File: src/mm2_pkg.sv
// Shared constants for the streaming MurmurHash2 block.
`default_nettype none
package mm2_pkg;
   // Width of the hash and of one mixed word.
   localparam int unsigned HashWidth = 32;
   // Width of one key byte.
   localparam int unsigned ByteWidth = 8;
   // Width of the gathered partial word (three bytes).
   localparam int unsigned PendWidth = 24;
   // Width of the gathered byte count.
   localparam int unsigned PhaseWidth = 2;

   // Mixing multiplier and shift amounts of the hash.
   localparam logic [HashWidth-1:0] MixMul = 32'h5bd1e995;
   localparam int unsigned WordShr = 24;
   localparam int unsigned FinShrA = 13;
   localparam int unsigned FinShrB = 15;

   // Gathered byte count that completes a word on the next byte.
   localparam logic [PhaseWidth-1:0] PhaseFull = 2'd3;
   localparam logic [PhaseWidth-1:0] PhaseNone = 2'd0;
endpackage : mm2_pkg
`default_nettype wire

File: src/murmur2_hash_stream.sv
// Top level of the streaming 32-bit MurmurHash2 engine.
// A key arrives one byte per word on the req_ channel, the first word carrying
// the key length as seed and the last word closing the key; one hash comes
// out on the rsp_ channel per closed key. All multiplies go through a single
// 32x32 multiplier whose product is registered, driven by a small sequencer.
// A byte that does not complete a 4-byte group is taken while idle. A byte that
// completes a group runs three multiplies in ST_MIX_K1, ST_MIX_K2 and ST_MIX_H.
// Closing a key runs ST_FIN_A and ST_FIN_B, after ST_FIN_TAIL when 1 to 3 tail bytes
// remain, and ST_FIN_B holds while a previous hash still sits stalled on rsp_.
// The block holds req_stall high while it works on a word.
`default_nettype none
module murmur2_hash_stream (
   input  wire logic        clock,
   input  wire logic        reset,
   input  wire logic        req_valid,
   output logic             req_stall,
   input  wire logic [7:0]  req_data_byte,
   input  wire logic [31:0] req_key_length,
   input  wire logic        req_first_byte,
   input  wire logic        req_last_byte,
   input  wire logic        req_empty_key,
   output logic             rsp_valid,
   input  wire logic        rsp_stall,
   output logic [31:0]      rsp_hash_value
);

   typedef enum logic [2:0] {
      ST_IDLE,
      ST_MIX_K1,
      ST_MIX_K2,
      ST_MIX_H,
      ST_FIN_TAIL,
      ST_FIN_A,
      ST_FIN_B
   } state_type;

   state_type                              state_ff;
   logic [mm2_pkg::HashWidth-1:0]          hash_ff;
   logic [mm2_pkg::HashWidth-1:0]          word_ff;
   logic [mm2_pkg::PendWidth-1:0]          pend_ff;
   logic [mm2_pkg::PhaseWidth-1:0]         phase_ff;
   logic                                   last_ff;
   logic                                   rsp_valid_ff;
   logic [mm2_pkg::HashWidth-1:0]          rsp_hash_ff;

   logic                                   req_accept;
   logic                                   rsp_free;
   logic [mm2_pkg::HashWidth-1:0]          seed_hash;
   logic [mm2_pkg::PendWidth-1:0]          seed_pend;
   logic [mm2_pkg::PhaseWidth-1:0]         seed_phase;
   logic [mm2_pkg::PendWidth-1:0]          pend_in;
   logic [mm2_pkg::PhaseWidth-1:0]         phase_in;
   logic                                   word_done;
   logic [mm2_pkg::HashWidth-1:0]          mul_op;
   logic [mm2_pkg::HashWidth-1:0]          mul_prod;

   assign req_accept     = req_valid && !req_stall;
   assign req_stall      = (state_ff != ST_IDLE);
   assign rsp_free       = !(rsp_valid_ff && rsp_stall);
   assign rsp_valid      = rsp_valid_ff;
   assign rsp_hash_value = rsp_hash_ff;

   // A first word restarts the state; an empty key seeds with zero.
   always_comb begin
      if (req_first_byte) begin
         seed_hash  = req_empty_key ? '0 : req_key_length;
         seed_pend  = '0;
         seed_phase = mm2_pkg::PhaseNone;
      end else begin
         seed_hash  = hash_ff;
         seed_pend  = pend_ff;
         seed_phase = phase_ff;
      end
   end

   // Gather the byte little-endian; the fourth byte completes a word.
   always_comb begin
      word_done = !req_empty_key && (seed_phase == mm2_pkg::PhaseFull);
      pend_in   = seed_pend;
      phase_in  = seed_phase;
      if (!req_empty_key) begin
         phase_in = seed_phase + 2'd1;
         case (seed_phase)
            2'd0:    pend_in = {seed_pend[23:8], req_data_byte};
            2'd1:    pend_in = {seed_pend[23:16], req_data_byte, seed_pend[7:0]};
            2'd2:    pend_in = {req_data_byte, seed_pend[15:0]};
            default: pend_in = '0;
         endcase
      end
   end

   // Operand select for the shared multiplier.
   always_comb begin
      case (state_ff)
         ST_MIX_K1:   mul_op = word_ff;
         ST_MIX_K2:   mul_op = word_ff ^ (word_ff >> mm2_pkg::WordShr);
         ST_MIX_H:    mul_op = hash_ff;
         ST_FIN_TAIL: mul_op = hash_ff ^ {8'd0, pend_ff};
         ST_FIN_A:    mul_op = hash_ff ^ (hash_ff >> mm2_pkg::FinShrA);
         default:     mul_op = hash_ff;
      endcase
   end

   assign mul_prod = mul_op * mm2_pkg::MixMul;

   // Sequencer with hash state and the registered result.
   always_ff @(posedge clock) begin
      if (reset) begin
         state_ff     <= ST_IDLE;
         hash_ff      <= '0;
         pend_ff      <= '0;
         phase_ff     <= mm2_pkg::PhaseNone;
         last_ff      <= 1'b0;
         rsp_valid_ff <= 1'b0;
      end else begin
         if (rsp_valid_ff && !rsp_stall && (state_ff != ST_FIN_B)) begin
            rsp_valid_ff <= 1'b0;
         end
         case (state_ff)
            ST_IDLE: begin
               if (req_accept) begin
                  hash_ff <= seed_hash;
                  last_ff <= req_last_byte;
                  if (word_done) begin
                     word_ff  <= {req_data_byte, seed_pend};
                     pend_ff  <= '0;
                     phase_ff <= mm2_pkg::PhaseNone;
                     state_ff <= ST_MIX_K1;
                  end else begin
                     pend_ff  <= pend_in;
                     phase_ff <= phase_in;
                     if (req_last_byte) begin
                        state_ff <= (phase_in != mm2_pkg::PhaseNone) ? ST_FIN_TAIL
                                                                      : ST_FIN_A;
                     end
                  end
               end
            end
            ST_MIX_K1: begin
               word_ff  <= mul_prod;
               state_ff <= ST_MIX_K2;
            end
            ST_MIX_K2: begin
               word_ff  <= mul_prod;
               state_ff <= ST_MIX_H;
            end
            ST_MIX_H: begin
               hash_ff  <= mul_prod ^ word_ff;
               state_ff <= last_ff ? ST_FIN_A : ST_IDLE;
            end
            ST_FIN_TAIL: begin
               hash_ff  <= mul_prod;
               state_ff <= ST_FIN_A;
            end
            ST_FIN_A: begin
               hash_ff  <= mul_prod;
               state_ff <= ST_FIN_B;
            end
            ST_FIN_B: begin
               // Wait here while an older hash is still held on the output.
               if (rsp_free) begin
                  rsp_hash_ff  <= hash_ff ^ (hash_ff >> mm2_pkg::FinShrB);
                  rsp_valid_ff <= 1'b1;
                  hash_ff      <= '0;
                  pend_ff      <= '0;
                  phase_ff     <= mm2_pkg::PhaseNone;
                  last_ff      <= 1'b0;
                  state_ff     <= ST_IDLE;
               end
            end
            default: begin
               state_ff <= ST_IDLE;
            end
         endcase
      end
   end

   // A new hash appears only at the end of finalization.
   a_rsp_from_fin: assert property (@(posedge clock) disable iff (reset)
      $rose(rsp_valid_ff) |-> $past(state_ff) == ST_FIN_B)
      else $error("hash presented outside finalization");

   // Finalization with a free output always presents the hash.
   a_fin_emits: assert property (@(posedge clock) disable iff (reset)
      (state_ff == ST_FIN_B) && rsp_free |=> rsp_valid_ff && (state_ff == ST_IDLE))
      else $error("finalization did not emit a hash");

   // Closing a key always starts the sequencer.
   a_last_busy: assert property (@(posedge clock) disable iff (reset)
      req_accept && req_last_byte |=> (state_ff != ST_IDLE))
      else $error("last byte accepted without finalization");

   // A mixed word that does not close the key leaves no gathered bytes.
   a_mix_clear: assert property (@(posedge clock) disable iff (reset)
      (state_ff == ST_MIX_H) && !last_ff |=>
         (state_ff == ST_IDLE) && (phase_ff == mm2_pkg::PhaseNone))
      else $error("word mix left stale byte count");

endmodule : murmur2_hash_stream
`default_nettype wire

File: config.mk
export PLATFORM = sky130hd
export DESIGN_NAME = murmur2_hash_stream
export DESIGN_NICKNAME = d
export VERILOG_FILES = /design/src/mm2_pkg.sv /design/src/murmur2_hash_stream.sv
export SDC_FILE = /design/constraint.sdc
export NUM_CORES = 1
export LEC_CHECK = 0
export BUFFER_PORTS_ARGS = -buffer_cell sky130_fd_sc_hd__clkbuf_2
export CORE_ASPECT_RATIO = 0.8
export CORE_MARGIN = 4
export CORE_UTILIZATION = 59
export CTS_CLUSTER_SIZE = 30
export DETAILED_ROUTE_END_ITERATION = 12
export PLACE_DENSITY_LB_ADDON = 0.12
export SLEW_MARGIN = 20
export SYNTH_ARGS = -nofsm -noshare
export SYNTH_HDL_FRONTEND = slang
export SYNTH_SLANG_ARGS = --single-unit
File: constraint.sdc
create_clock -name clock -period 22.2 [get_ports clock]
set_clock_uncertainty 0.15 [all_clocks]
set_input_delay 4.44 -clock clock [delete_from_list [all_inputs] [get_ports clock]]
set_output_delay 4.44 -clock clock [all_outputs]
set_load 0.05 [all_outputs]
==> results of run 1 <==
metal layers:
layer / routed length [um] / vias to the layer above / share of wire [%] / track usage, %
met4: 1350 / 8 / 2.5 / 8.23
li1: - / 6121 / - / -
met2: 21100 / 829 / 40 / 48.3
met1: 23000 / 6552 / 43 / 52.2
met3: 7480 / 109 / 14 / 12.5
met5: 101 / - / 0.19 / 1.85
state kept, by name (all words and copies together) (netlist names):
name and cells:
hash_ff 32, rsp_hash_value 32, word_ff 32, pend_ff 24
state_ff 3, phase_ff 2, last_ff 1, rsp_valid 1
layout make-up:
| class | count | area (um2) |
|---|---|---|
| Multi-Input combinational cell | 1244 | 11600 |
| Fill cell | 2347 | 9530 |
| Sequential cell | 127 | 3180 |
| Inverter | 362 | 1360 |
| Timing Repair Buffer | 106 | 623 |
| Clock buffer | 20 | 457 |
| Tap cell | 364 | 455 |
| Clock inverter | 12 | 113 |
kinds of logic after synthesis:
logic type	Yosys count
AO/OA/AOI/OAI	345
XOR/XNOR	95
adder cells (fa/ha/maj)	397
buffers and inverters	444
flip-flops	127
multiplexers	28
AND/OR/NAND/NOR	379
how the worst max path moves through the flow:
stage	end	slack [ns]	cells past startpoint
after global placement	hash_ff[27]$_SDFFE_PP0P_	12.73	31
after floorplan	hash_ff[31]$_SDFFE_PP0P_	12.32	30
after global routing	hash_ff[27]$_SDFFE_PP0P_	12.11	31
after CTS	hash_ff[27]$_SDFFE_PP0P_	12.64	31
after detailed placement	hash_ff[27]$_SDFFE_PP0P_	12.65	31
final	hash_ff[27]$_SDFFE_PP0P_	12.56	31
worst max-delay path: cells and delay by family (launching register included):
family / cells / cell delay, ns
and+or+nand+nor: 7 / 1.62
adders and majority gates: 9 / 4.01
buffers and inverters: 8 / 1.64
AOI/OAI and AO/OA: 5 / 1.27
DFF: 1 / 0.31
xor gates and xnor gates: 2 / 0.46
through the flow:
step / setup WS [ns] / std cells / util (%) / hold slack (ns)
2_1_floorplan: 12.32 / 1815 / - / 0.256
3_3_place_gp: 12.73 / 2201 / 62.9 / 0.310
3_5_place_dp: 12.65 / 2203 / 63.1 / 0.327
4_1_cts: 12.64 / 2235 / 65.2 / 0.342
5_1_grt: 12.11 / 2235 / 65.2 / 0.361
6_report: 12.56 / 2235 / 65.2 / 0.341
cell usage in the layout (no fill, tap or decap), types with 7 or more instances in the layout:
cell | synthesis | routed
nor3b_1 | 13 | 12
a21o_1 | 12 | 11
o21ai_0 | 83 | 82
nand2_1 | 148 | 148
clkbuf_16 | 0 | 17
nor2b_1 | 19 | 19
a311oi_1 | 12 | 9
nor3_1 | 19 | 18
a211oi_1 | 24 | 24
a222oi_1 | 9 | 9
inv_1 | 360 | 360
mux2i_1 | 27 | 27
nand3b_1 | 7 | 7
xor2_1 | 47 | 47
and2_1 | 10 | 10
edfxtp_1 | 64 | 64
buf_4 | 2 | 24
a221oi_1 | 9 | 9
fa_1 | 178 | 178
clkbuf_2 | 1 | 80
a211o_1 | 9 | 9
nand2b_1 | 15 | 15
nor2_1 | 103 | 102
o211ai_1 | 14 | 14
a21oi_1 | 59 | 58
ha_1 | 219 | 219
dfxtp_1 | 63 | 62
nand3_1 | 18 | 18
a22oi_1 | 57 | 57
or2_2 | 7 | 7
xnor2_1 | 46 | 46
==> flow_summary.json, run 1 <==
{
  "synth-main-ff-cell": "edfxtp_1",
  "cts_tree": "built",
  "crit_start": "state_ff[0]$_SDFFE_PP0P_",
  "drv_cap": 0,
  "clkTransAtPathRegs_ns": 0.06,
  "holdBufCountCts": 0,
  "drt_iter0_markers": 1779,
  "place_area_um2": 17300,
  "routed_wl_mm": 53.0,
  "drc_errors": 0,
  "post_cts_resized": 0,
  "grt_overflow": 0,
  "tightest_slew_ns": 1.11,
  "grt_pass1_vias": 13155,
  "min_path_cells": 2,
  "ctsLongestPathBuffers": 2,
  "rsz0062_at_grt": "false",
  "first_pass_iters": 7,
  "finalSetupViolCount": 0,
  "crit_path_top_delay_cell": "buf_4",
  "status": "finished clean",
  "die_w_um": 194,
  "syn_nets": 2259,
  "ys_ff_latch": 127,
  "finalNetCount": 2302,
  "hold_violations": 0,
  "hpwl_mm": 42.1,
  "min-delay-start": "phase_ff[0]$_SDFFE_PP0P_",
  "finalMaxSlewViolations": 0,
  "syn_area_per_cell_um2": 9.04,
  "clock-root-buffer": "clkbuf_16",
  "ys_types": 70,
  "hold_end": "phase_ff[0]$_SDFFE_PP0P_",
  "synth_top_area_cell": "fa_1",
  "min_period_over_period_pct": 43.4,
  "vias_per_cell": 6.09,
  "cts_sinks": 127,
  "synth_edf_count": 64,
  "portBuffers": 80,
  "yosys-top-cells-area": "fa_1, ha_1, edfxtp_1",
  "grt_max_degree": 66,
  "via_count": 13619,
  "cp_slowest_stage_delay_ns": 0.60,
  "placementRows": 54,
  "cts_setup_buffers": 0,
  "fin_setup_tns_ns": 0,
  "track_usage_pct": 34.9,
  "syn_area_um2": 16400,
  "numCtsBuffers": 17,
  "worstPathRequired_ns": 22.33,
  "ys_warn_count": 0,
  "synth_top_area_share_pct": 21.7,
  "muxShareOfSynthArea_pct": 1.78,
  "area_growth_pct": 8.65,
  "synth_compound_area_share_pct": 14.4,
  "gp_congestion": 0.998,
  "io_pins": 81,
  "end_kind": "register",
  "ys_async_sr_fraction_pct": 0,
  "clock_latency_ns": 0.43,
  "fmax_mhz": 104,
  "drtAntennaViolNets": 0,
  "reg2reg_from": "state_ff[0]$_SDFFE_PP0P_",
  "grt_pass1_wl_mm": 80.2,
  "antenna_found_initial": 2,
  "cpMostUsedCell": "fa_1",
  "synth_most_common_cell": "inv_1",
  "synthSimpleGateAreaFrac_pct": 10.6,
  "synth-xor-area-share_pct": 5.20,
  "ys_seq_area_share_pct": 19.4,
  "synth_cells": 1815,
  "rr_worst_depth": 31,
  "arrival_ns": 9.76,
  "dieArea_um2": 30600,
  "antenna_cells": 0,
  "min_path_type": "register to register",
  "slew_headroom_pct": 25.5,
  "worstSetupPathType": "register to register",
  "start_util_pct": 60.0,
  "synth_top_family_by_area": "adder cells",
  "core-area_um2": 27400,
  "synthAdderAreaFrac_pct": 38.4,
  "dieHeight_um": 157,
  "cp-start-kind": "register",
  "drive_gt1_share_pct": 9.14,
  "finalInstanceArea_um2": 17800,
  "cts_max_level": 4,
  "post-route-min-period_ns": 9.64,
  "ys_top_cells_by_count": "inv_1, ha_1, fa_1, nand2_1, nor2_1",
  "worst-path-max-fanout": 65,
  "r2r-end": "hash_ff[27]$_SDFFE_PP0P_",
  "r2r_slack_ns": 12.56,
  "wire_per_inst_um": 23.7
}
Power of run 1 is left out: the tool's default activity adds up to more than one toggle a clock period on the data nets, which glitch-free logic cannot reach.
==> run 2: changes to the inputs <==
Settings changed: ABC_AREA from default to 1, CORE_UTILIZATION 59 to 58.
Clock period 22.2 ns to 8.69 ns, I/O delays scaled along.
==> run 2 against run 1 <==
  * Design area increased by 4.7%
  * Via count rose by 11%
  * Core utilization is 0.56 points higher
  * Global-route usage is 3.4 points higher
  * Die area is 3.8% higher
  * Wire length grew 13%
  * Critical path type unchanged
==> flow_summary.json, run 2 <==
{
  "drt_iter0_markers": 1693,
  "synth_compound_area_share_pct": 12.5,
  "synthAdderAreaFrac_pct": 37.6,
  "portBuffers": 80,
  "ys_ff_latch": 127,
  "worst-path-max-fanout": 11,
  "mostFrequentLayoutCells": "inv_1, nand2_1, ha_1, fa_1, a21oi_1",
  "ys_async_sr_fraction_pct": 0,
  "tightest_slew_ns": 1.06,
  "finalWorstSetupSlack_ns": 0.410,
  "placementRows": 55,
  "gp_congestion": 1.04,
  "grt_overflow": 0,
  "worstSetupPathType": "register to register",
  "grt_pass1_vias": 14794,
  "antenna_found_initial": 1,
  "io_pins": 81,
  "rr_worst_depth": 32,
  "clkTransAtPathRegs_ns": 0.06,
  "place_inst": 2547,
  "dieArea_um2": 31700,
  "cpMostUsedCell": "fa_1",
  "ctsLongestPathBuffers": 2,
  "synth_top_area_share_pct": 21.2,
  "syn_area_per_cell_um2": 8.11,
  "hpwl_mm": 48.9,
  "clock_latency_ns": 0.43,
  "numCtsBuffers": 17,
  "finalNetCount": 2642,
  "fin_cells": 2581,
  "synth_edf_count": 64,
  "fin_hold_ws_ns": 0.313,
  "start_util_pct": 59.0,
  "ys_top_cells_by_count": "inv_1, nand2_1, ha_1, fa_1, a21oi_1",
  "status": "finished clean",
  "drive_gt1_share_pct": 11.5,
  "dieHeight_um": 160,
  "via_count": 15109,
  "synth_cells": 2068,
  "hold_end": "phase_ff[0]$_SDFFE_PP0P_",
  "holdBufCountCts": 0,
  "r2r-end": "hash_ff[31]$_SDFFE_PP0P_",
  "core-area_um2": 28400,
  "finalSetupViolCount": 0,
  "die_w_um": 198,
  "min_period_over_period_pct": 95.3,
  "vias_per_cell": 5.85,
  "min_path_cells": 2,
  "synth-xor-area-share_pct": 3.60,
  "ys_warn_count": 0,
  "cp-start-kind": "register",
  "drc_errors": 0,
  "drv_cap": 0,
  "antenna_cells": 0,
  "routed_wl_mm": 60.2,
  "synth-main-ff-cell": "edfxtp_1",
  "cp_slowest_stage_delay_ns": 0.56,
  "min_path_type": "register to register",
  "synthSimpleGateAreaFrac_pct": 14.2,
  "crit_path_top_delay_cell": "fa_1",
  "drtAntennaViolNets": 0,
  "first_pass_iters": 6,
  "area_growth_pct": 11.4,
  "ys_seq_area_share_pct": 19.0,
  "fmax_mhz": 121,
  "finalMaxSlewViolations": 0,
  "syn_area_um2": 16800,
  "post-route-min-period_ns": 8.28,
  "fin_setup_tns_ns": 0,
  "clock-root-buffer": "clkbuf_16",
  "rsz0062_at_grt": "false",
  "cts_sinks": 127,
  "arrival_ns": 8.46,
  "cts_max_level": 4,
  "cts_tree": "built",
  "end_kind": "register",
  "dp_slack_ns": 0.396,
  "track_usage_pct": 38.3,
  "synth_most_common_cell": "inv_1",
  "ys_types": 51,
  "slew_headroom_pct": 29.3,
  "final_common_cell": "inv_1",
  "grt_pass1_wl_mm": 90.4,
  "yosys-top-cells-area": "fa_1, ha_1, inv_1",
  "syn_nets": 2512,
  "r2r_slack_ns": 0.41,
  "synth_top_area_cell": "fa_1",
  "muxShareOfSynthArea_pct": 0,
  "hold_violations": 0,
  "min-delay-start": "phase_ff[0]$_SDFFE_PP0P_",
  "wire_per_inst_um": 23.3,
  "grt_max_degree": 48,
  "worstPathRequired_ns": 8.87,
  "synth_top_family_by_area": "adder cells",
  "reg2reg_from": "state_ff[0]$_SDFFE_PP0P_"
}
[run 2: repair_timing]
action / CTS / global route
setup endpoints to repair: 0 / 9
resized for setup: 0 / 2
buffers inserted: 0 / 2
[run 2: cell type report]
type                            instances  area (um2)
Timing Repair Buffer                  168        1090
Fill cell                            2486        9740
Clock buffer                           17         425
Sequential cell                       127        3180
Tap cell                              370         463
Clock inverter                         15         144
Multi-Input combinational cell       1360       11400
Inverter                              524        1970
[run 2: critical path, delay by kind of cell (launching register included)]
kind | cells | cell delay, ns
simple gates | 10 | 1.70
flops | 1 | 0.50
buf+inv | 10 | 1.34
compound gates | 3 | 0.42
fa+ha+maj | 9 | 4.08
[run 2: layer usage]
layer  share of wire [%]  routed length [um]  track usage (%)  vias up
li1                    -                   -                -     6841
met1                  43               25800             57.7     7190
met2                  39               23600             51.7      969
met3                  16                9400             15.9      107
met4                 2.3                1410             7.45        2
met5               0.012                   7                0        -
[run 2: how the worst max path moves through the flow]
stage,startpoint,end,cells past startpoint
6_report,state_ff[0]$_SDFFE_PP0P_,hash_ff[31]$_SDFFE_PP0P_,32
5_1_grt,state_ff[1]$_SDFFE_PP0P_,hash_ff[30]$_SDFFE_PP0P_,37
4_1_cts,state_ff[2]$_SDFFE_PP0P_,hash_ff[31]$_SDFFE_PP0P_,32
3_5_place_dp,state_ff[2]$_SDFFE_PP0P_,hash_ff[31]$_SDFFE_PP0P_,31
3_3_place_gp,state_ff[2]$_SDFFE_PP0P_,hash_ff[30]$_SDFFE_PP0P_,32
2_1_floorplan,state_ff[2]$_SDFFE_PP0P_,hash_ff[30]$_SDFFE_PP0P_,30
[run 2: cell families after synthesis]
logic type,Yosys count
simple gates,553
buf+inv,581
compound gates,341
xor+xnor,69
flops,127
fa+ha+maj,397
[run 2: per-stage QoR]
step / util (%) / instance area (um2)
after floorplan: - / 16800
after global placement: 63.6 / 18100
after detailed placement: 63.6 / 18100
after CTS: 65.6 / 18700
after global routing: 65.7 / 18700
final: 65.7 / 18700
Power of run 2 is left out for the same reason.
